==> config.mk <==
export PLATFORM = sky130hd
export DESIGN_NAME = adaptive_gain_audio_mixer
export DESIGN_NICKNAME = d
export VERILOG_FILES = /design/src/rtl/aga_pkg.sv /design/src/rtl/aga_alu.sv /design/src/rtl/adaptive_gain_audio_mixer.sv
export VERILOG_INCLUDE_DIRS = /design/src /design/src/rtl
export SDC_FILE = /design/constraint.sdc
export NUM_CORES = 1
export LEC_CHECK = 0
export ABC_AREA = 1
export BUFFER_PORTS_ARGS = -buffer_cell sky130_fd_sc_hd__buf_2
export CORE_ASPECT_RATIO = 0.6
export CORE_MARGIN = 3
export CORE_UTILIZATION = 39
export CTS_CLUSTER_DIAMETER = 40
export DETAILED_ROUTE_END_ITERATION = 8
export GPL_TIMING_DRIVEN = 0
export SLEW_MARGIN = 20
export SYNTH_ARGS = -nofsm -noshare
export SYNTH_HDL_FRONTEND = slang
export SYNTH_HIERARCHICAL = 1
export SYNTH_SLANG_ARGS = --single-unit
==> constraint.sdc <==
create_clock -name clk -period 9.7 [get_ports clk]
set_input_delay 0.485 -clock clk [delete_from_list [all_inputs] [get_ports clk]]
set_output_delay 0.485 -clock clk [all_outputs]
set_load 0.02 [all_outputs]
==> src/rtl/adaptive_gain_audio_mixer_macros.svh <==
// ----------------------------------------------------------------------------
// Adaptive gain audio mixer assertion macros
// Shared wrappers for the concurrent checks in the mixer RTL.
// ----------------------------------------------------------------------------
`ifndef ADAPTIVE_GAIN_AUDIO_MIXER_MACROS_SVH
`define ADAPTIVE_GAIN_AUDIO_MIXER_MACROS_SVH

// A property that must hold at every clock edge outside reset.
`define AGA_ASSERT(lbl, prop, msg) \
  lbl: assert property (@(posedge clk) disable iff (rst) (prop)) else $error(msg);

// An expression that must never be true outside reset.
`define AGA_NEVER(lbl, expr, msg) \
  `AGA_ASSERT(lbl, !(expr), msg)

`endif

==> src/rtl/aga_pkg.sv <==
// ----------------------------------------------------------------------------
// Adaptive gain audio mixer package
// Constants and the shared arithmetic unit's operation codes.
// ----------------------------------------------------------------------------
package aga_pkg;

  localparam int DEF_MAX_INPUTS  = 8;
  localparam int DEF_SAMPLE_BITS = 16;

  // Number of sample ports on the block.
  localparam int NUM_SOURCES = 8;

  // Configuration register.
  localparam int              CFG_W             = 4;
  localparam logic [CFG_W-1:0] INPUT_COUNT_RESET = 4'd2;

  // Gain is unsigned Q1.15.
  localparam int               GAIN_W        = 16;
  localparam int               GAIN_FRAC     = 15;
  localparam logic [GAIN_W-1:0] GAIN_ONE     = 16'h8000;
  localparam logic [GAIN_W-1:0] RECOVER_BIAS = 16'd15;
  localparam int               RECOVER_SHIFT = 4;

  // Attenuation search over k/16, k from 15 down to 1.
  localparam int              K_BITS = 4;
  localparam logic [K_BITS-1:0] K_TOP = 4'd15;
  localparam logic [K_BITS-1:0] K_LOW = 4'd1;

  typedef enum logic {
    ALU_ADD,
    ALU_SUB
  } alu_op_t;

endpackage

==> src/rtl/aga_alu.sv <==
// ----------------------------------------------------------------------------
// Adaptive gain audio mixer shared adder
// One add/subtract unit that the sequencer reuses for summing, multiplying
// by shift and add, and stepping the attenuation search.
// ----------------------------------------------------------------------------
module aga_alu import aga_pkg::*; #(
  parameter int W = 40
) (
  input  alu_op_t             op,
  input  logic signed [W-1:0] a,
  input  logic signed [W-1:0] b,
  output logic signed [W-1:0] y
);

  always_comb begin
    case (op)
      ALU_ADD: y = a + b;
      ALU_SUB: y = a - b;
      default: y = a + b;
    endcase
  end

endmodule

==> src/rtl/adaptive_gain_audio_mixer.sv <==
// ----------------------------------------------------------------------------
// Adaptive gain audio mixer
// Sums up to eight sources, scales the sum by an adaptive gain and saturates.
// ----------------------------------------------------------------------------
// One transaction on the input channel carries a sample from every source;
// the first input_count of them, capped at min(MAX_INPUTS, 8), are summed,
// scaled by the stored Q1.15 gain and returned as one output transaction.
// On clipping the output saturates, clipped is raised and the gain is set
// to the largest k/16 for which k/16 of the product stays in range, if any;
// after every sample the gain recovers toward 1.0. A single adder does all
// the arithmetic, so an item passes an accept step, one summing step per
// summed source plus one to leave the sum, one multiply step per gain bit up
// to its highest set bit (at most 16), a range check, up to 15 search steps
// when the sample clipped, and an update step that waits while the output
// still holds an untaken result. The block takes the next input while the
// previous result still waits on the output. Configuration writes are taken
// every cycle and must happen while idle.
`include "adaptive_gain_audio_mixer_macros.svh"

module adaptive_gain_audio_mixer import aga_pkg::*; #(
  parameter int MAX_INPUTS  = DEF_MAX_INPUTS,
  parameter int SAMPLE_BITS = DEF_SAMPLE_BITS
) (
  input  logic                          clk,
  input  logic                          rst,
  input  logic                          cfg_valid,
  output logic                          cfg_ready,
  input  logic [CFG_W-1:0]              cfg_data,
  input  logic                          in_valid,
  output logic                          in_ready,
  input  logic signed [SAMPLE_BITS-1:0] sample_0,
  input  logic signed [SAMPLE_BITS-1:0] sample_1,
  input  logic signed [SAMPLE_BITS-1:0] sample_2,
  input  logic signed [SAMPLE_BITS-1:0] sample_3,
  input  logic signed [SAMPLE_BITS-1:0] sample_4,
  input  logic signed [SAMPLE_BITS-1:0] sample_5,
  input  logic signed [SAMPLE_BITS-1:0] sample_6,
  input  logic signed [SAMPLE_BITS-1:0] sample_7,
  input  logic                          last_in_block,
  output logic                          out_valid,
  input  logic                          out_ready,
  output logic signed [SAMPLE_BITS-1:0] mixed_sample,
  output logic                          clipped,
  output logic                          block_end
);

  localparam int LIM  = (MAX_INPUTS < NUM_SOURCES) ? MAX_INPUTS : NUM_SOURCES;
  localparam int SUM_W = SAMPLE_BITS + $clog2(MAX_INPUTS);
  localparam int P_W   = SUM_W + GAIN_W;
  localparam int KP_W  = P_W + K_BITS;

  // Full scale of the product and sixteen times it, for the k search.
  localparam logic signed [KP_W-1:0] FULL =
    {{(KP_W-1){1'b0}}, 1'b1} << (SAMPLE_BITS - 1 + GAIN_FRAC);
  localparam logic signed [KP_W-1:0] FULL16 = FULL << K_BITS;

  localparam logic signed [SAMPLE_BITS-1:0] SMAX = {1'b0, {(SAMPLE_BITS-1){1'b1}}};
  localparam logic signed [SAMPLE_BITS-1:0] SMIN = {1'b1, {(SAMPLE_BITS-1){1'b0}}};

  typedef enum logic [2:0] {
    S_IDLE,
    S_SUM,
    S_MUL,
    S_CHECK,
    S_KSRCH,
    S_RECOV
  } state_t;

  state_t                       state;
  logic [CFG_W-1:0]             input_count;
  logic [CFG_W-1:0]             cnt;
  logic signed [SAMPLE_BITS-1:0] smp [NUM_SOURCES];
  logic                         last;
  logic signed [SUM_W-1:0]      acc;
  logic signed [P_W-1:0]        msum;
  logic signed [P_W-1:0]        prod;
  logic [GAIN_W-1:0]            gshift;
  logic [GAIN_W-1:0]            gain;
  logic signed [KP_W-1:0]       kp;
  logic [K_BITS-1:0]            k;
  logic                         ovf;
  logic                         unf;
  logic signed [SAMPLE_BITS-1:0] mix_res;

  logic [CFG_W-1:0]             n_eff;
  alu_op_t                      alu_op;
  logic signed [KP_W-1:0]       alu_a;
  logic signed [KP_W-1:0]       alu_b;
  logic signed [KP_W-1:0]       alu_y;
  logic                         ov_now;
  logic                         un_now;
  logic                         fit;
  logic signed [SAMPLE_BITS-1:0] res_lin;
  logic [GAIN_W-1:0]            gain_step;
  logic [GAIN_W-1:0]            gain_next;
  logic                         out_free;

  assign cfg_ready = 1'b1;
  assign in_ready  = (state == S_IDLE);
  assign out_free  = !out_valid || out_ready;

  assign n_eff = (input_count > CFG_W'(LIM)) ? CFG_W'(LIM) : input_count;

  assign ov_now  = KP_W'(prod) >= FULL;
  assign un_now  = KP_W'(prod) <= -FULL;
  assign fit     = ovf ? (kp < FULL16) : (kp > -FULL16);
  assign res_lin = SAMPLE_BITS'(prod >>> GAIN_FRAC);

  assign gain_step = GAIN_W'({k, {(GAIN_FRAC-K_BITS){1'b0}}});
  assign gain_next = gain + ((GAIN_ONE - gain + RECOVER_BIAS) >> RECOVER_SHIFT);

  // Operand selection for the shared adder.
  always_comb begin
    alu_op = ALU_ADD;
    alu_a  = '0;
    alu_b  = '0;
    case (state)
      S_SUM: begin
        alu_a = KP_W'(acc);
        alu_b = KP_W'(smp[0]);
      end
      S_MUL: begin
        alu_a = KP_W'(prod);
        alu_b = gshift[0] ? KP_W'(msum) : '0;
      end
      S_CHECK: begin
        // 15 * P formed as 16 * P - P.
        alu_op = ALU_SUB;
        alu_a  = KP_W'(prod) <<< K_BITS;
        alu_b  = KP_W'(prod);
      end
      S_KSRCH: begin
        alu_op = ALU_SUB;
        alu_a  = kp;
        alu_b  = KP_W'(prod);
      end
      default: begin
        alu_op = ALU_ADD;
      end
    endcase
  end

  aga_alu #(
    .W (KP_W)
  ) u_alu (
    .op (alu_op),
    .a  (alu_a),
    .b  (alu_b),
    .y  (alu_y)
  );

  always_ff @(posedge clk) begin
    if (rst) begin
      state       <= S_IDLE;
      input_count <= INPUT_COUNT_RESET;
      gain        <= GAIN_ONE;
      cnt         <= '0;
      out_valid   <= 1'b0;
    end else begin
      if (cfg_valid) begin
        input_count <= cfg_data;
      end
      // A new result may load in the same cycle the held one is taken.
      if (state == S_RECOV && out_free) begin
        out_valid <= 1'b1;
      end else if (out_ready) begin
        out_valid <= 1'b0;
      end
      case (state)
        S_IDLE: begin
          if (in_valid) begin
            smp[0] <= sample_0;
            smp[1] <= sample_1;
            smp[2] <= sample_2;
            smp[3] <= sample_3;
            smp[4] <= sample_4;
            smp[5] <= sample_5;
            smp[6] <= sample_6;
            smp[7] <= sample_7;
            last   <= last_in_block;
            cnt    <= n_eff;
            acc    <= '0;
            state  <= S_SUM;
          end
        end
        S_SUM: begin
          if (cnt == '0) begin
            msum   <= P_W'(acc);
            prod   <= '0;
            gshift <= gain;
            state  <= S_MUL;
          end else begin
            acc <= SUM_W'(alu_y);
            for (int i = 0; i < NUM_SOURCES - 1; i++) begin
              smp[i] <= smp[i+1];
            end
            cnt <= cnt - 1'b1;
          end
        end
        S_MUL: begin
          // Shift-and-add multiply, least significant gain bit first.
          prod   <= P_W'(alu_y);
          msum   <= msum <<< 1;
          gshift <= gshift >> 1;
          if (gshift[GAIN_W-1:1] == '0) begin
            state <= S_CHECK;
          end
        end
        S_CHECK: begin
          ovf <= ov_now;
          unf <= un_now;
          if (ov_now || un_now) begin
            kp      <= alu_y;
            k       <= K_TOP;
            mix_res <= ov_now ? SMAX : SMIN;
            state   <= S_KSRCH;
          end else begin
            mix_res <= res_lin;
            state   <= S_RECOV;
          end
        end
        S_KSRCH: begin
          if (fit) begin
            gain  <= gain_step;
            state <= S_RECOV;
          end else if (k == K_LOW) begin
            state <= S_RECOV;
          end else begin
            kp <= alu_y;
            k  <= k - 1'b1;
          end
        end
        S_RECOV: begin
          if (out_free) begin
            gain         <= gain_next;
            mixed_sample <= mix_res;
            clipped      <= ovf || unf;
            block_end    <= last;
            state        <= S_IDLE;
          end
        end
        default: begin
          state <= S_IDLE;
        end
      endcase
    end
  end

  `AGA_ASSERT(a_gain_range, (gain != '0) && (gain <= GAIN_ONE), "gain left 1..1.0")
  `AGA_ASSERT(a_busy_after_accept, (in_valid && in_ready) |=> !in_ready, "accepted while busy")
  `AGA_ASSERT(a_clip_saturates, (out_valid && clipped) |-> (mixed_sample == SMAX || mixed_sample == SMIN), "clipped output not saturated")
  `AGA_NEVER(a_cnt_limit, cnt > CFG_W'(LIM), "source count above limit")

endmodule
* Word-level counts from Yosys, hierarchy flattened *
Memories as Yosys holds them, arrays and structs flattened.
Index checks and enable logic that the tools add are counted.

storage, ports and cells
  input port bits = 138
  output and inout port bits = 21
  memories kept = 1
  register bits = 213
  bits in writable memories = 128

operators by class
  equality and inequality tests = 16
  $lt $le $gt $ge = 5
  multiplexer cells = 57
  reductions and logical operators = 23
  add/subtract/negate cells = 7
  bitwise logic cells = 9

memory list
  memory  depth  width  rd ports  clocked after Yosys merged registers in  write ports  line                             RTL
  smp     8      16     8         0                                        8            adaptive_gain_audio_mixer.sv:72  logic signed [SAMPLE_BITS-1:0] smp [NUM_SOURCES];

operator list
  cell                    number
  $mux 16                 12
  $mux 39                 4
  $pmux 39 s2             2
  $pmux 39 s4             1
  $pmux 35 s2             2
  $pmux 39 s3             1
  $mux 35                 2
  $pmux 16 s2             2
  $add 39x39->39          1
  $gt 39x35->1 const B    1
  $lt 39x36->1 const B    1
  $sub 39x39->39          1
  $mux 19                 2
  $pmux 19 s2             1
  $ge 35x32->1 const B    1
  $le 35x31->1 const B    1
  $mux 4                  6
  $mux 3                  6
  $ne 2x2->1 const B      9
  $pmux 3 s6              1
  $add 16x12->16          1
  $add 16x4->16 const B   1
  $pmux 4 s2              2
  $sub 16x16->16 const A  1
  other kinds (22)        55

* Logic depth before layout (Yosys ltp) *
  word-level depth = 8
  depth in mapped cells = 32
  depth with buffers taken out = 30

* Cells and area by module *
The synthesis kept the hierarchy.

by module, submodules not included
  module                     sequential area each (um^2)  times used  area an instance (um^2)  cells each
  adaptive_gain_audio_mixer  9959.6                       1           15668.8                  1602
  aga_alu                    0.0                          1           4156.5                   846

* Worst setup path after synthesis *
Ideal clock, no wire load.

  kind = register to register
  start = register state[1]
  end = register gshift[0], enable pin
  stages on the path, launching flop included = 9
  slack = 4.393 ns
  clock period less this slack = 5.307 ns
  data required time = 9.169 ns
  buffers on the path = 2
  arrival = 4.776 ns
  cell sequence = dfxtp_1 > inv_1 > nor2_1 > nand2_1 > inv_1 > buf_2 > buf_2 > nor2_1 > nor2_1

between the ends
  word-level cells in the longest chain between the ends = 3
  elaborated cells on any way between the ends = 5

RTL lines
  item                                                                     line                              RTL
  start: declaration                                                       adaptive_gain_audio_mixer.sv:69   state_t state;
  start signal: assignment                                                 adaptive_gain_audio_mixer.sv:154  state <= S_IDLE;
  start signal: assignment                                                 adaptive_gain_audio_mixer.sv:183  state <= S_SUM;
  start signal: assignment                                                 adaptive_gain_audio_mixer.sv:191  state <= S_MUL;
  $eq 3x1->1 / $eq 3x2->1 (equally long branches)                          adaptive_gain_audio_mixer.sv:169  case (state)
  $ne 2x2->1 (no source line) / $reduce_bool 2->1 (equally long branches)  -
  $reduce_and 3->1 (no source line) *                                      -
  end signal: assignment                                                   adaptive_gain_audio_mixer.sv:190  gshift <= gain;
  end signal: assignment                                                   adaptive_gain_audio_mixer.sv:204  gshift <= gshift >> 1;
  end: declaration                                                         adaptive_gain_audio_mixer.sv:77   logic [GAIN_W-1:0] gshift;

Mark *: on every way between the ends. The rest lies on a longest branch, timed or not.
A chain may end at the register's enable or synchronous reset.

* Final worst setup path *
  start = register state[2]
  end = register prod[28] (data pin)

between the ends
  word-level cells in the longest chain between the ends = 6
  elaborated cells on any way between the ends = 13

RTL lines
  item                                                     line                              RTL
  $eq 3x3->1 / $eq 3x2->1 (equally long branches)          adaptive_gain_audio_mixer.sv:117  case (state)
  $reduce_or 2->1 (no source line)                         -
  $pmux 39 s3 *                                            adaptive_gain_audio_mixer.sv:117
  named net alu_b[0]                                       adaptive_gain_audio_mixer.sv:88   logic signed [KP_W-1:0] alu_b;
  $sub 39x39->39 / $add 39x39->39 (equally long branches)  -
  $pmux 39 s2 *                                            aga_alu.sv:16                     case (op)
  named net alu_y[28]                                      adaptive_gain_audio_mixer.sv:89   logic signed [KP_W-1:0] alu_y;
  $pmux 35 s2 *                                            adaptive_gain_audio_mixer.sv:169
  end signal: assignment                                   adaptive_gain_audio_mixer.sv:202  prod <= P_W'(alu_y);
  end: declaration                                         adaptive_gain_audio_mixer.sv:76   logic signed [P_W-1:0] prod;

Mark *: on every way through the listed nets, which the timed path passes. The rest lies on a longest branch.

==> metrics <==
number of distinct library cell variants in the gate-level netlist after synthesis 48; half-perimeter wire length after detailed placement roughly 54000 um; register-to-register path setup slack about 3.5 ns; FF+latch count, synth 341; setup_tns 0 ns; CTS tree done; share of flip-flops with an asynchronous set or reset 0%; final clock period utilization by the worst path 64.3%; Die Footprint approximately 54000 sq um; Least-Margin Pin Slew ~1.0 ns; Floorplan Core Area roughly 50000 sq um; cell with the biggest individual delay on the critical path sky130_fd_sc_hd__xor2_1; detailed-route vias per instance between 5 and 6; worst setup path category reg2reg; weighted congestion at the end of routability-driven global placement 0.952; count of mapped cells out of synthesis 2448; max_cap viols 0; Wirelength per Cell 20.0 um; run status complete, no violations; maximum level of the CTS H-tree 2; worst-case reg-to-reg path depth 26; synthesized area divided by synthesized cell count 8.10 sq um; number of design-rule violations left by the first detailed-router iteration 1815; initial antenna violation count 0; critical path launch point type register; startpoint of the lowest-slack register-to-register path state[2]; clock network latency to the later pin of the worst-skew pair 0.55 ns; Antenna Violating Nets Remaining 0; part of the Yosys area used for sequential elements 50.2%; flip-flop cell with the highest count after synthesis sky130_fd_sc_hd__edfxtp_1; fraction of layout instances using a drive strength above 1 11.9%; CTS root buffer sky130_fd_sc_hd__clkbuf_16; clock buffer depth 3; capturing element type of the critical path register; number of cell rows 63; post-synthesis net count 2644; DRC violations left 0; routed wire length 67200 um; leftover overflow at the end of global routing 0; Final nets 2850; die outline width 297 um; Design Power 0.00864 W; warnings from Yosys 6; Hold Vio Cnt, Final 0; Buffers on Ports 157; total clock sinks 341; Largest stage delay, worst path 0.67 ns; required time of the worst setup path 9.98 ns; worst hold path depth 1; HP Class in2reg; number of top-level pins between 150 and 200; most repeated library cell on the critical path sky130_fd_sc_hd__nand2_1; max-slew violation total from the final report 0; starting density of the core 39.8%; Peak supply drop around 180 uV; pin count of the biggest net entering global routing 57; Post-CTS Setup Inserts 0; Pwr Density 376 nW/um^2; RSZ-0062 raised after global routing no; endpoint of the lowest-slack register-to-register path prod[28]; f_max roughly 160 MHz; number of synthesized flops with an enable pin about 310; critical hold path startpoint sample_7[13]; placed insts 3295; dominant cell by count in the synthesized netlist sky130_fd_sc_hd__nand2_1; Final Util a little under half; count of final setup violators 0; clock-pin slew of the registers on the worst-case setup and hold paths 0.06 ns; global-route wire length before repair 99600 um; static leakage between 10 and 15 nW; area growth from synthesis to final layout 15.8%; area share of the largest cell type after synthesis 47.4%; via count of the first global-routing pass 16400; Finished Layout Cells 3366; fin crit period ~6.2 ns; worst max-slew margin expressed relative to the limit 32.3%; overall via count from detail_route 17300; cell taking the most area after synthesis sky130_fd_sc_hd__edfxtp_1; CP max FO 10; DR pass1 iterations 6; Synth Cell Area 19800 sq um; clk_skew 0.0107 ns; commonest cells in the synthesized netlist 945 x sky130_fd_sc_hd__nand2_1, 313 x sky130_fd_sc_hd__edfxtp_1, 306 x sky130_fd_sc_hd__inv_1; hold-fix buffers at CTS 0; clock buffers created by TritonCTS 39; hold worst-path end smp[1][61]; Worst EP arrival 6.51 ns; total track usage approximately 25%; CTS resizes 0; dominant cells by area after synthesis sky130_fd_sc_hd__edfxtp_1 47%, sky130_fd_sc_hd__nand2_1 18%, sky130_fd_sc_hd__inv_1 5.8%; DIE HEIGHT approximately 180 um
[worst max-delay path: cells and delay by family (launching register included)]
kind | cells | cell delay [ns]
and+or+nand+nor | 15 | 2.25
adders and majority gates | 2 | 0.65
xor gates and xnor gates | 1 | 0.67
buffers and inverters | 5 | 1.06
AOI/OAI and AO/OA | 3 | 0.84
DFF | 1 | 0.48
[cell usage in the layout, fill, tap and decap left out, types with 16 or more instances in the layout]
cell type,n
sky130_fd_sc_hd__xor2_1,50
sky130_fd_sc_hd__clkbuf_16,40
sky130_fd_sc_hd__a21oi_1,66
sky130_fd_sc_hd__xnor2_1,17
sky130_fd_sc_hd__nor2_2,16
sky130_fd_sc_hd__nand2_1,944
sky130_fd_sc_hd__ha_1,56
sky130_fd_sc_hd__dfxtp_1,28
sky130_fd_sc_hd__edfxtp_1,313
sky130_fd_sc_hd__clkbuf_1,47
sky130_fd_sc_hd__nor2_1,216
sky130_fd_sc_hd__buf_2,180
sky130_fd_sc_hd__o21ai_0,79
sky130_fd_sc_hd__o221ai_1,39
sky130_fd_sc_hd__inv_1,306
sky130_fd_sc_hd__nand3_1,83
sky130_fd_sc_hd__nor3_1,29
sky130_fd_sc_hd__o2111ai_1,28
[cell type report]
type                    instances  area (sq um)
plain buffers                  75           333
fillers                      4975         26900
inverters                     317          1190
multi-input cells            1715          8370
well taps                     682           853
flip-flops and latches        341          9960
diodes                          1          2.50
repair buffers                165           975
clock inverters                27           259
clock buffers                  43          1020
[routing by layer]
metal | up-vias | share of wire [%] | track usage (%)
met2 | 754 | 37 | 31.8
met1 | 8104 | 49 | 38.7
met4 | 0 | 1.4 | 4.40
li1 | 8390 | - | -
met5 | - | 0 | 0
met3 | 58 | 13 | 9.07
[report_power, final]
group | switching (W) | leakage, nW | total (W) | internal [W]
Combinational | 0.00355 | 6.55 | 0.00482 | 0.00127
Clock | 0.000647 | 0.627 | 0.00148 | 0.000833
Sequential | 0.000156 | 3.12 | 0.00234 | 0.00218
[through the flow]
stage | setup slack, ns | hold WS, ns | cell area, sq um
final | 3.47 | 0.112 | 23000
after global routing | 3.22 | 0.0848 | 23000
after CTS | 3.73 | 0.0828 | 23000
after detailed placement | 3.76 | 0.405 | 21700
after global placement | 1.84 | 0.401 | 21500
after floorplan | 4.39 | 0.400 | 19800
[kinds of logic (layout without fill, tap and decap cells)]
logic type | count (synthesis) | count (layout) | synth area share [%]
simple gates | 1339 | 1339 | 27.3
buf+inv | 392 | 627 | 7.68
flops | 341 | 341 | 50.2
compound gates | 250 | 250 | 8.08
xor+xnor | 67 | 67 | 2.96
fa+ha+maj | 58 | 58 | 3.74
other cells | 1 | 2 | 0.0189
[flip-flops by register name, indices dropped and copies added, names as in the netlist]
name	cells
prod	35
kp	39
smp	128
out_valid	1
unf	1
k	4
cnt	4
gshift	16
mixed_sample	16
mix_res	16
msum	35
gain	16
acc	19
clipped	1
input_count	4
block_end	1
state	3
last	1
ovf	1
[worst max-delay path by stage]
| stage | start | endpoint | slack [ns] | depth (start not counted) |
|---|---|---|---|---|
| 2_1_floorplan | state[1] | gshift[0] | 4.39 | 8 |
| 3_3_place_gp | state[1] | prod[30] | 1.84 | 8 |
| 3_5_place_dp | state[2] | prod[28] | 3.76 | 26 |
| 4_1_cts | state[2] | prod[28] | 3.73 | 26 |
| 5_1_grt | state[2] | prod[33] | 3.22 | 28 |
| 6_report | state[2] | prod[28] | 3.47 | 26 |
No activity file was read; power rests on OpenSTA's default activity.
